File: src/rtl/srtn_pkg.sv
// Shared constants, command codes and types of the SRTN scheduler.
// Used by srtn_cell and srtn_process_scheduler; depends on nothing.
package srtn_pkg;

  // Field widths
  localparam int CMD_W  = 2;
  localparam int SLOT_W = 4;
  localparam int VAL_W  = 16;
  localparam int TIME_W = 21;
  localparam int SUM_W  = 25;

  // Slot index width inside the chain, wide enough for the largest table
  localparam int IDX_W = 6;

  localparam int SLOTS_DEF = 16;

  localparam logic [TIME_W-1:0] TIME_MAX = {TIME_W{1'b1}};
  localparam logic [SUM_W-1:0]  SUM_MAX  = {SUM_W{1'b1}};

  // Command codes
  localparam logic [CMD_W-1:0] CMD_LOAD  = 2'd0;
  localparam logic [CMD_W-1:0] CMD_TICK  = 2'd1;
  localparam logic [CMD_W-1:0] CMD_CLEAR = 2'd2;

  // Best candidate handed from cell to cell
  typedef struct packed {
    logic             valid;
    logic [IDX_W-1:0] idx;
    logic [VAL_W-1:0] arrival;
    logic [VAL_W-1:0] remaining;
    logic [VAL_W-1:0] init_burst;
  } cand_t;

  // Broadcast from the controller to every cell
  typedef struct packed {
    logic             load;
    logic             clear;
    logic             dec;
    logic [IDX_W-1:0] idx;
    logic [VAL_W-1:0] arrival;
    logic [VAL_W-1:0] burst;
  } cell_ctrl_t;

endpackage

File: src/rtl/srtn_cell.sv
// One process slot of the SRTN scheduler chain: holds the slot and passes the
// best candidate so far to its neighbor each cycle. Depends on srtn_pkg.
module srtn_cell #(
  parameter int IDX = 0
) (
  input  logic                               clk,
  input  logic                               rst_n,
  input  srtn_pkg::cell_ctrl_t               ctrl,
  input  logic [srtn_pkg::TIME_W-1:0]        cur_time,
  input  srtn_pkg::cand_t                    best_in,
  output srtn_pkg::cand_t                    best_out,
  output logic                               pending
);

  logic [srtn_pkg::VAL_W-1:0] arr_r;
  logic [srtn_pkg::VAL_W-1:0] rem_r;
  logic [srtn_pkg::VAL_W-1:0] init_r;
  logic                       pending_r;
  srtn_pkg::cand_t            best_r;
  srtn_pkg::cand_t            best_nxt;
  logic                       hit;
  logic                       eligible;
  logic                       better;

  assign hit = (ctrl.idx == srtn_pkg::IDX_W'(IDX));

  // Compare this slot against the candidate from upstream
  always_comb begin
    eligible = pending_r &&
               ({{(srtn_pkg::TIME_W-srtn_pkg::VAL_W){1'b0}}, arr_r} <= cur_time);
    better   = eligible &&
               (!best_in.valid || (rem_r < best_in.remaining) ||
                ((rem_r == best_in.remaining) && (arr_r < best_in.arrival)));
    if (better) begin
      best_nxt.valid      = 1'b1;
      best_nxt.idx        = srtn_pkg::IDX_W'(IDX);
      best_nxt.arrival    = arr_r;
      best_nxt.remaining  = rem_r;
      best_nxt.init_burst = init_r;
    end else begin
      best_nxt = best_in;
    end
  end

  // Slot contents: written by load, counted down by the running tick
  always_ff @(posedge clk) begin
    if (ctrl.load && hit) begin
      arr_r  <= ctrl.arrival;
      rem_r  <= ctrl.burst;
      init_r <= ctrl.burst;
    end else if (ctrl.dec && hit) begin
      rem_r <= rem_r - 1'b1;
    end
  end

  // Pending flag and forwarded candidate
  always_ff @(posedge clk) begin
    if (!rst_n) begin
      pending_r <= 1'b0;
      best_r    <= '0;
    end else begin
      best_r <= best_nxt;
      if (ctrl.clear) begin
        pending_r <= 1'b0;
      end else if (ctrl.load && hit) begin
        pending_r <= (ctrl.burst != '0);
      end else if (ctrl.dec && hit && (rem_r == srtn_pkg::VAL_W'(1))) begin
        pending_r <= 1'b0;
      end
    end
  end

  assign best_out = best_r;
  assign pending  = pending_r;

endmodule

File: src/rtl/srtn_process_scheduler.sv
// Top level of the shortest-remaining-time-next scheduler: control FSM,
// counters, result register and the chain of srtn_cell. Depends on srtn_pkg.
//
//   channel | ports                                             | dir
//   in      | in_valid in_ready in_command in_slot              | sink
//           | in_arrival_time in_burst_time                     |
//   out     | out_valid out_ready out_current_time ...          | source
//
// A pending-slot tick runs S_SCAN, S_UPDATE and S_EMIT: the candidate
// walks the chain one cell per cycle in S_SCAN, S_UPDATE applies it and
// S_EMIT loads the result register. Load, clear and empty ticks go from
// S_IDLE to S_EMIT. One item is in work at a time; a full result register
// stalls the item until out_ready frees it. Reset clears pending flags,
// counters and handshake state; slot contents are undefined until loaded.
module srtn_process_scheduler #(
  parameter int SLOTS = srtn_pkg::SLOTS_DEF
) (
  input  logic                               clk,
  input  logic                               rst_n,
  input  logic                               in_valid,
  output logic                               in_ready,
  input  logic [srtn_pkg::CMD_W-1:0]         in_command,
  input  logic [srtn_pkg::SLOT_W-1:0]        in_slot,
  input  logic [srtn_pkg::VAL_W-1:0]         in_arrival_time,
  input  logic [srtn_pkg::VAL_W-1:0]         in_burst_time,
  output logic                               out_valid,
  input  logic                               out_ready,
  output logic [srtn_pkg::TIME_W-1:0]        out_current_time,
  output logic [srtn_pkg::SLOT_W-1:0]        out_running_slot,
  output logic                               out_idle,
  output logic                               out_finished_now,
  output logic                               out_all_done,
  output logic [srtn_pkg::TIME_W-1:0]        out_idle_total,
  output logic [srtn_pkg::SUM_W-1:0]         out_total_turnaround,
  output logic [srtn_pkg::SUM_W-1:0]         out_total_waiting
);

  localparam int CNT_W = (SLOTS > 1) ? $clog2(SLOTS) : 1;
  localparam int TW = srtn_pkg::TIME_W;
  localparam int SW = srtn_pkg::SUM_W;

  typedef enum logic [1:0] {S_IDLE, S_SCAN, S_UPDATE, S_EMIT} state_t;

  state_t                 state_r;
  logic [CNT_W-1:0]       cnt_r;
  logic [TW-1:0]          time_r;
  logic [TW-1:0]          idle_cnt_r;
  logic [SW-1:0]          turn_r;
  logic [SW-1:0]          wait_r;
  logic [srtn_pkg::SLOT_W-1:0] run_r;
  logic                   idle_r;
  logic                   fin_r;

  logic                   out_valid_r;
  logic [TW-1:0]          out_time_r;
  logic [srtn_pkg::SLOT_W-1:0] out_run_r;
  logic                   out_idle_r;
  logic                   out_fin_r;
  logic                   out_done_r;
  logic [TW-1:0]          out_idle_tot_r;
  logic [SW-1:0]          out_turn_r;
  logic [SW-1:0]          out_wait_r;

  srtn_pkg::cell_ctrl_t   ctrl;
  srtn_pkg::cand_t        chain [SLOTS+1];
  srtn_pkg::cand_t        best;
  logic [SLOTS-1:0]       pending_vec;
  logic                   accept;
  logic                   load_ok;
  logic                   any_pending;

  logic [TW-1:0]          time_nxt;
  logic [TW-1:0]          idle_cnt_nxt;
  logic [TW-1:0]          ta;
  logic [TW-1:0]          init_ext;
  logic [TW-1:0]          wt;
  logic [SW:0]            turn_sum;
  logic [SW:0]            wait_sum;
  logic [SW-1:0]          turn_nxt;
  logic [SW-1:0]          wait_nxt;
  logic                   fin_nxt;

  assign in_ready    = (state_r == S_IDLE);
  assign accept      = in_valid && in_ready;
  assign any_pending = |pending_vec;
  assign best        = chain[SLOTS];
  assign load_ok     = ((srtn_pkg::IDX_W+1)'(in_slot) < (srtn_pkg::IDX_W+1)'(SLOTS));

  // Broadcast load, clear and decrement to the cells
  always_comb begin
    ctrl.load    = accept && (in_command == srtn_pkg::CMD_LOAD) && load_ok;
    ctrl.clear   = accept && (in_command == srtn_pkg::CMD_CLEAR);
    ctrl.dec     = (state_r == S_UPDATE) && best.valid;
    ctrl.idx     = ctrl.dec ? best.idx : srtn_pkg::IDX_W'(in_slot);
    ctrl.arrival = in_arrival_time;
    ctrl.burst   = in_burst_time;
  end

  // Cell chain: the best candidate advances one cell per cycle
  assign chain[0] = '0;

  for (genvar g = 0; g < SLOTS; g++) begin : g_cell
    srtn_cell #(
      .IDX (g)
    ) u_cell (
      .clk      (clk),
      .rst_n    (rst_n),
      .ctrl     (ctrl),
      .cur_time (time_r),
      .best_in  (chain[g]),
      .best_out (chain[g+1]),
      .pending  (pending_vec[g])
    );
  end

  // Tick update arithmetic: saturating time, turnaround and waiting sums
  always_comb begin
    time_nxt     = (time_r == srtn_pkg::TIME_MAX) ? time_r : time_r + 1'b1;
    idle_cnt_nxt = (idle_cnt_r == srtn_pkg::TIME_MAX) ? idle_cnt_r : idle_cnt_r + 1'b1;
    ta           = time_nxt - {{(TW-srtn_pkg::VAL_W){1'b0}}, best.arrival};
    init_ext     = {{(TW-srtn_pkg::VAL_W){1'b0}}, best.init_burst};
    wt           = (ta >= init_ext) ? ta - init_ext : '0;
    turn_sum     = {1'b0, turn_r} + (SW+1)'(ta);
    wait_sum     = {1'b0, wait_r} + (SW+1)'(wt);
    turn_nxt     = turn_sum[SW] ? srtn_pkg::SUM_MAX : turn_sum[SW-1:0];
    wait_nxt     = wait_sum[SW] ? srtn_pkg::SUM_MAX : wait_sum[SW-1:0];
    fin_nxt      = best.valid && (best.remaining == srtn_pkg::VAL_W'(1));
  end

  // Control FSM, counters and result register
  always_ff @(posedge clk) begin
    if (!rst_n) begin
      state_r        <= S_IDLE;
      cnt_r          <= '0;
      time_r         <= '0;
      idle_cnt_r     <= '0;
      turn_r         <= '0;
      wait_r         <= '0;
      run_r          <= '0;
      idle_r         <= 1'b0;
      fin_r          <= 1'b0;
      out_valid_r    <= 1'b0;
      out_time_r     <= '0;
      out_run_r      <= '0;
      out_idle_r     <= 1'b0;
      out_fin_r      <= 1'b0;
      out_done_r     <= 1'b0;
      out_idle_tot_r <= '0;
      out_turn_r     <= '0;
      out_wait_r     <= '0;
    end else begin
      // drop the result beat once taken, unless a new one replaces it
      if (out_valid_r && out_ready && (state_r != S_EMIT)) begin
        out_valid_r <= 1'b0;
      end
      unique case (state_r)
        S_IDLE: begin
          if (accept) begin
            run_r  <= '0;
            idle_r <= 1'b0;
            fin_r  <= 1'b0;
            cnt_r  <= '0;
            if (in_command == srtn_pkg::CMD_CLEAR) begin
              time_r     <= '0;
              idle_cnt_r <= '0;
              turn_r     <= '0;
              wait_r     <= '0;
            end
            if ((in_command == srtn_pkg::CMD_TICK) && any_pending) begin
              state_r <= S_SCAN;
            end else begin
              state_r <= S_EMIT;
            end
          end
        end
        S_SCAN: begin
          // wait for the candidate to reach the end of the chain
          cnt_r <= cnt_r + 1'b1;
          if (cnt_r == CNT_W'(SLOTS-1)) begin
            state_r <= S_UPDATE;
          end
        end
        S_UPDATE: begin
          time_r <= time_nxt;
          if (!best.valid) begin
            idle_r     <= 1'b1;
            idle_cnt_r <= idle_cnt_nxt;
          end else begin
            run_r <= srtn_pkg::SLOT_W'(best.idx);
            fin_r <= fin_nxt;
            if (fin_nxt) begin
              turn_r <= turn_nxt;
              wait_r <= wait_nxt;
            end
          end
          state_r <= S_EMIT;
        end
        S_EMIT: begin
          // hold until the result register is free
          if (!out_valid_r || out_ready) begin
            out_valid_r    <= 1'b1;
            out_time_r     <= time_r;
            out_run_r      <= run_r;
            out_idle_r     <= idle_r;
            out_fin_r      <= fin_r;
            out_done_r     <= !any_pending;
            out_idle_tot_r <= idle_cnt_r;
            out_turn_r     <= turn_r;
            out_wait_r     <= wait_r;
            state_r        <= S_IDLE;
          end
        end
        default: state_r <= S_IDLE;
      endcase
    end
  end

  assign out_valid            = out_valid_r;
  assign out_current_time     = out_time_r;
  assign out_running_slot     = out_run_r;
  assign out_idle             = out_idle_r;
  assign out_finished_now     = out_fin_r;
  assign out_all_done         = out_done_r;
  assign out_idle_total       = out_idle_tot_r;
  assign out_total_turnaround = out_turn_r;
  assign out_total_waiting    = out_wait_r;

  // An idle tick never reports a finish
  a_idle_no_finish: assert property (@(posedge clk) disable iff (!rst_n)
    out_valid_r |-> !(out_idle_r && out_fin_r))
    else $error("idle and finished_now both set");

  // Idle ticks never outnumber elapsed ticks
  a_idle_le_time: assert property (@(posedge clk) disable iff (!rst_n)
    out_valid_r |-> (out_idle_tot_r <= out_time_r))
    else $error("idle_total exceeds current_time");

  // The chosen slot is still pending when it is run
  a_best_pending: assert property (@(posedge clk) disable iff (!rst_n)
    ((state_r == S_UPDATE) && best.valid) |->
      (|(pending_vec & (SLOTS'(1) << best.idx))))
    else $error("selected slot is not pending");

endmodule

File: config.mk
export PLATFORM = sky130hd
export DESIGN_NAME = srtn_process_scheduler
export DESIGN_NICKNAME = d
export VERILOG_FILES = /design/src/rtl/srtn_pkg.sv /design/src/rtl/srtn_cell.sv /design/src/rtl/srtn_process_scheduler.sv
export SDC_FILE = /design/constraint.sdc
export NUM_CORES = 2
export LEC_CHECK = 0
export ABC_AREA = 1
export ABC_CLOCK_PERIOD_IN_PS = 6400
export BUFFER_PORTS_ARGS = -buffer_cell sky130_fd_sc_hd__buf_2
export CAP_MARGIN = 10
export CORE_MARGIN = 2
export CORE_UTILIZATION = 49
export DETAILED_ROUTE_END_ITERATION = 6
export PLACE_DENSITY = 0.69
export REMOVE_ABC_BUFFERS = 1
export SLEW_MARGIN = 10
export SYNTH_ARGS = -nofsm -noshare
export SYNTH_HDL_FRONTEND = slang
export SYNTH_SLANG_ARGS = --single-unit
export TNS_END_PERCENT = 1
File: constraint.sdc
create_clock -name clk -period 6.4 [get_ports clk]
set_clock_uncertainty 0.05 [all_clocks]
set_input_delay 0.96 -clock clk [delete_from_list [all_inputs] [get_ports clk]]
set_output_delay 0.96 -clock clk [all_outputs]
set_load 0.01 [all_outputs]
== After elaboration in Yosys (flattened, before gate mapping) ==
Index checks and enable logic that the tools add are counted.
W data, S select, Z words.
Operators by class
  add/subtract/negate cells: 23
  multiply operators: 0
  div/mod/pow operators: 0
  order comparisons: 47
  equal/unequal tests: 64
  shift-type cells: 0
  multiplexer cells: 116
  bitwise logic cells: 1
  reduce and logical (&&, ||, !) cells: 214
Operator list (count)
  $mux W55: 16
  $mux W16: 32
  $lt A16 B16 Y1: 30
  $le A16 B21 Y1: 16
  $eq A16 B1 Y1 const B: 17
  $sub A16 B1 Y16 const B: 16
  $eq A16 B16 Y1: 15
  $mux W25: 8
  $mux W21: 6
  $logic_and A1 B1 Y1: 102
  $pmux W25 S2: 2
  $pmux W21 S2: 2
  $reduce_bool A2 Y1: 34
  $add A25 B21 Y26: 2
  $eq A6 B4 Y1 const B: 8
  $add A21 B1 Y21 const B: 2
  $eq A21 B21 Y1 const B: 2
  $sub A21 B16 Y21: 2
  $mux W1: 38
  $reduce_or A2 Y1: 16
  $logic_or A1 B1 Y1: 31
  $eq A6 B3 Y1 const B: 4
  $ge A21 B16 Y1: 1
  $logic_not A1 Y1: 17
  22 further kinds: 46
Word-level totals
  register bits: 1868
  latch bits: 0
  bits in writable memories: 0
  memory bits (read-only): 0
  input bits: 42
  output and inout port bits: 101
  word-level logic and storage cells: 642
  memories kept: 0

== Depth between registers and ports, before layout ==
  depth after elaboration: 10
  gate-level depth with buffers: 47
  gate-level depth less buffers: 45

== Cells and area by module ==
From an unflattened synthesis, not the netlist that was laid out.
Second synthesis, totals
  cell total of the unflattened synthesis: 13523
  area, all modules: 105139.6 sq um
By module, submodules not included
  srtn_cell at g_cell[10].u_cell ...: instances 4, cells each 723, area an instance 5804.3 sq um, sequential area each 2562.5 sq um
  srtn_cell at g_cell[11].u_cell ...: instances 4, cells each 723, area an instance 5795.6 sq um, sequential area each 2562.5 sq um
  srtn_process_scheduler: instances 1, cells each 1948, area an instance 12934.9 sq um, sequential area each 4083.9 sq um
  srtn_cell at g_cell[4].u_cell ...: instances 2, cells each 727, area an instance 5659.2 sq um, sequential area each 2562.5 sq um
  srtn_cell at g_cell[1].u_cell ...: instances 2, cells each 722, area an instance 5649.2 sq um, sequential area each 2562.5 sq um
  srtn_cell at g_cell[0].u_cell: instances 1, cells each 726, area an instance 5801.8 sq um, sequential area each 2562.5 sq um
  srtn_cell at g_cell[12].u_cell: instances 1, cells each 723, area an instance 5800.6 sq um, sequential area each 2562.5 sq um
  srtn_cell at g_cell[15].u_cell: instances 1, cells each 724, area an instance 5795.6 sq um, sequential area each 2562.5 sq um
  srtn_cell at g_cell[3].u_cell: instances 1, cells each 720, area an instance 5790.6 sq um, sequential area each 2562.5 sq um

== Least setup slack after synthesis ==
Ideal clock, no wire load.
  path type: register -> register
  start point: register time_r[0]
  end point: register wait_r[16]
  library setup time: 0.132 ns
  arrival: 6.542 ns
  data required time: 6.218 ns
  path slack: -0.324 ns
  stages on the path, launching flop included: 44
  buffers on the path: 2
  period minus slack after synthesis: 6.724 ns
  cells stage by stage: dfxtp_1 -> ha_1 -> inv_2 -> nor2_2 -> nand2_2 -> nor2_4 -> nand3_2 -> buf_6 -> xor2_1 -> inv_1 -> ha_1 -> inv_1 -> fa_1 -> nand3_1 -> nand2_1 -> nand2_1 -> nand2_1 -> nand2_1 -> [... 8 more ...] -> nor2_2 -> nand3_2 -> nor2_2 -> nand2_2 -> inv_4 -> buf_12 -> nor2_2 -> ha_1 -> fa_1 -> nand3_1 -> nand3_1 -> a21boi_0 -> o21ai_0 -> a21oi_1 -> xor2_1 -> nand2_1 -> nand2_1 -> a21oi_1
On the way
  word-level cells in the longest chain between the ends: 10
  elaborated cells between the ends (all ways): 12
  those cells by class: add/sub: 4; order compare: 1; eq/ne: 1; mux: 6
RTL lines
  from (decl): RTL line srtn_process_scheduler.sv:46  | logic [TW-1:0] time_r;
  from (signal assigned): RTL line srtn_process_scheduler.sv:184  | time_r <= time_nxt;
  $add A21 B1 Y21 / $eq A21 B21 Y1 (equally long branches): RTL line srtn_process_scheduler.sv:118  | time_nxt = (time_r == srtn_pkg::TIME_MAX) ? time_r : time_r + 1'b1;
  $mux W21 *: RTL line srtn_process_scheduler.sv:118
  $sub A21 B16 Y21 *: RTL line srtn_process_scheduler.sv:120  | ta = time_nxt - {{(TW-srtn_pkg::VAL_W){1'b0}}, best.arrival};
  $sub A21 B16 Y21 / $ge A21 B16 Y1 (equally long branches): RTL line srtn_process_scheduler.sv:122  | wt = (ta >= init_ext) ? ta - init_ext : '0;
  $mux W21 *: RTL line srtn_process_scheduler.sv:122
  $add A25 B21 Y26 *: RTL line srtn_process_scheduler.sv:124  | wait_sum = {1'b0, wait_r} + (SW+1)'(wt);
  $mux W25 *: RTL line srtn_process_scheduler.sv:126  | wait_nxt = wait_sum[SW] ? srtn_pkg::SUM_MAX : wait_sum[SW-1:0];
  $mux W25 *: RTL line srtn_process_scheduler.sv:191  | if (fin_nxt) begin
  $mux W25 *: RTL line srtn_process_scheduler.sv:185  | if (!best.valid) begin
  $pmux W25 S2 *: RTL line srtn_process_scheduler.sv:156  | unique case (state_r)
  to (signal assigned): RTL line srtn_process_scheduler.sv:193  | wait_r <= wait_nxt;
  to (decl): RTL line srtn_process_scheduler.sv:49  | logic [SW-1:0] wait_r;
Every way passes the cells marked *; elsewhere a longest branch is shown, timed or not. The select of a mux whose other input is x is not followed.
A chain may end at the register's enable or synchronous reset.

== Worst setup path after layout ==
  start point: register time_r[2]
  end point: register wait_r[7]
Same word-level chain as after synthesis.

==> impl_metrics.toml <==
[cells_and_area]
drive_gt1_share_pct = 8.21
stdcell_count = 13700
fin_util_pct = 55.5
syn_to_final_growth_pct = 12.4
fin_nets = 11900
fillers = 16700

[timing]
rsz0062_at_grt = "yes"
post-route-period-util_pct = 96.4
tns_ps = 0
period_minus_slack_ps = 6170
fmax_mhz = 162
slew_headroom_pct = 16.8
hold_viol = 0
worst_slew_pin_slew_ps = 1250
final_max_slew_viol_count = 0
setup_violations = 0

[setup_path]
ff2ff_path_depth = 42
cp_top_family = "simple AND/OR/NAND/NOR gates"
cp.arrival_ps = 6860
cp_common_cell = "nand2_2"
cp-start-kind = "flip-flop"
critPathMaxFanout = 8
cp_slowest_stage_delay_ps = 350
path_buf_inv = 6
slowest_stage = "dfxtp_1"
path_class = "reg2reg"
crit_cells = 42
cp-end-kind = "flip-flop"
crit_required_ps = 7100

[clocking]
clock_latency_ps = 850
cts-root-buf = "clkbuf_16"
path_clk_slew_ps = 60
numCtsBuffers = 189
cts_max_path_buffers = 3
clock_sink_count = 1821
htreeDepth = 4
hold_buffers = 0
cts_tree = "built"

[power_and_ir_drop]
leakage_uw = 0.0405
p_total_uw = 26100
irDropWorstVdd_mv = 0.305
p_per_area_mw_per_mm2 = 250

[global_route]
antenna_found_initial = 9
grt_pass1_vias = 74300
grt_usage_pct = 29.0
grt_pass1_wl_um = 436000
grt_max_degree = 194
grt_overflow_total = 0

[detailed_routing]
drcViolationCount = 1
wirelength_um = 287000
wl_per_cell_um = 20.9
antenna_left = 0
via_per_inst = 5.69
drtPass1Iterations = 7
dr_total_vias = 78000
drt_iter0_drc = 7345

[logic_synthesis]
synth.top_cells.by_area = "edfxtp_1 25%, dfxtp_1 23%, ha_1 11%, nand2_1 7.8%, a21oi_1 6.0%"
synth_edf_count = 768
synth_cell_type_count = 58
yosys_warnings = 0
synth_commonest_cells = "1930 x nand2_1, 1173 x nor2_1, 1105 x a21oi_1"
syn_area_mm2 = 0.0928
yosysTopAreaCell = "edfxtp_1"
async_flop_share_pct = 0
ys_seq_area_share_pct = 47.6
avgSynthCellArea_um2 = 8.52
ys_seq_elements = 1821
synth_top_area_share_pct = 24.8
synth-main-ff-cell = "dfxtp_1"
syn_inst = 10900
yosysMostFrequentCell = "nand2_1"

[die]
io-pin-count = 143
num_rows = 159
initial_core_util_pct = 49.4
core_mm2 = 0.188
fp.dieArea_mm2 = 0.193
die_x_um = 439
die_h_um = 439

[place]
dpl.hpwl_um = 197000
portBuffers = 142
dpl.cell_count = 13300
gp_congestion = 0.945

[hold_path]
min-delay-path-class = "reg2reg"
holdPathStages = 2

[run]
drv_cap = 0

[run_status]
failed_checks = "design-rule violations"
status = "complete, but fails checks"
[metrics by stage]
| step | setup slack (ps) | cell area [um2] | hold slack, ps |
|---|---|---|---|
| 2_1_floorplan | -862 | 90800 | 343 |
| 3_3_place_gp | -209 | 97300 | 356 |
| 3_5_place_dp | -334 | 97300 | 352 |
| 4_1_cts | 2.55 | 104000 | 341 |
| 5_1_grt | -219 | 104000 | 376 |
| 6_report | 232 | 104000 | 349 |
[kinds of logic (layout without fill, tap and decap cells)]
group / after synthesis / count (layout) / share of synthesized area, %
xor+xnor: 218 / 218 / 2.06
compound gates: 1895 / 1895 / 10.9
simple gates: 4543 / 4543 / 21.6
fa+ha+maj: 838 / 838 / 11.3
other cells: 0 / 1 / 0
buf+inv: 1577 / 1890 / 6.56
flops: 1821 / 1821 / 47.6
[per-layer routing]
layer	vias to the layer above	track usage (%)	share of wire, %
li1	37300	-	-
met1	36800	38.0	42
met2	3170	46.3	45
met3	730	4.69	7.8
met4	2	14.8	5.6
met5	-	0	0.0031
[cell type report]
type | count | area (um2) | area share (%)
Sequential cell | 1821 | 44200 | 42.3
Multi-Input combinational cell | 7494 | 43300 | 41.5
Clock buffer | 265 | 5340 | 5.12
Inverter | 1077 | 4060 | 3.89
Timing Repair Buffer | 456 | 3260 | 3.12
Tap cell | 2495 | 3120 | 2.99
Clock inverter | 92 | 1090 | 1.05
Antenna cell | 1 | 2.50 | 0.00240
[path summary, 6_finish.rpt]
check                                startpoint                            end  slack (ps)
hold reg to reg   g_cell[1].u_cell.best_out[48]  g_cell[2].u_cell.best_out[48]         350
setup / recovery                      time_r[2]                      wait_r[7]         230
setup reg to reg                      time_r[2]                      wait_r[7]         230
hold / removal    g_cell[1].u_cell.best_out[48]  g_cell[2].u_cell.best_out[48]         350
[tightest hold or removal path: stages (launching register included)]
cell     delay, ps
dfxtp_1        290
inv_1           40
nor2_1          40
[flip-flops by register name, indices dropped and copies added (netlist names), 16 cells and up]
name and flops:
g_cell.u_cell.arr_r 256, g_cell.u_cell.best_out 833, g_cell.u_cell.init_r 256, g_cell.u_cell.pending 16, g_cell.u_cell.rem_r 256, idle_cnt_r 21
out_current_time 21, out_idle_total 21, out_total_turnaround 25, out_total_waiting 25, time_r 21, turn_r 25
wait_r 25
[report_power, final]
| part | total [uW] | internal [uW] | switching [uW] |
|---|---|---|---|
| registers | 12400 | 12300 | 99.1 |
| clock network | 11300 | 6390 | 4880 |
| logic | 2460 | 890 | 1570 |
[cell usage in the layout (no fill, tap or decap), types with 12 or more instances in the layout]
cell,n
edfxtp_1,768
xnor2_1,49
a21boi_0,15
clkbuf_1,50
buf_12,12
o21a_1,19
nand3_1,672
nor2_1,1158
nand3b_1,249
a21oi_1,1084
nand4_1,264
nor2_2,28
clkinv_16,12
a31oi_1,64
a21oi_2,16
ha_4,12
bufinv_16,12
xor2_1,162
o31ai_1,62
o211ai_1,41
clkinv_2,38
nor4_1,65
clkinv_1,28
clkbuf_8,20
nor3_1,102
nand2_2,31
buf_2,141
ha_1,822
inv_1,1057
nand2_1,1907
and3_1,17
o21bai_1,15
dfxtp_1,1046
buf_4,299
o21ai_0,512
clkbuf_16,195
[repair_timing]
| action | CTS | global route |
|---|---|---|
| setup buffers | 4 | 9 |
| hold endpoints to repair | 0 | 0 |
| setup endpoints to repair | 25 | 25 |
| cloned | 1 | 0 |
| pin swaps | 5 | 39 |
| resized for setup | 17 | 97 |
Note: power is estimated with default switching activity, not from simulation.
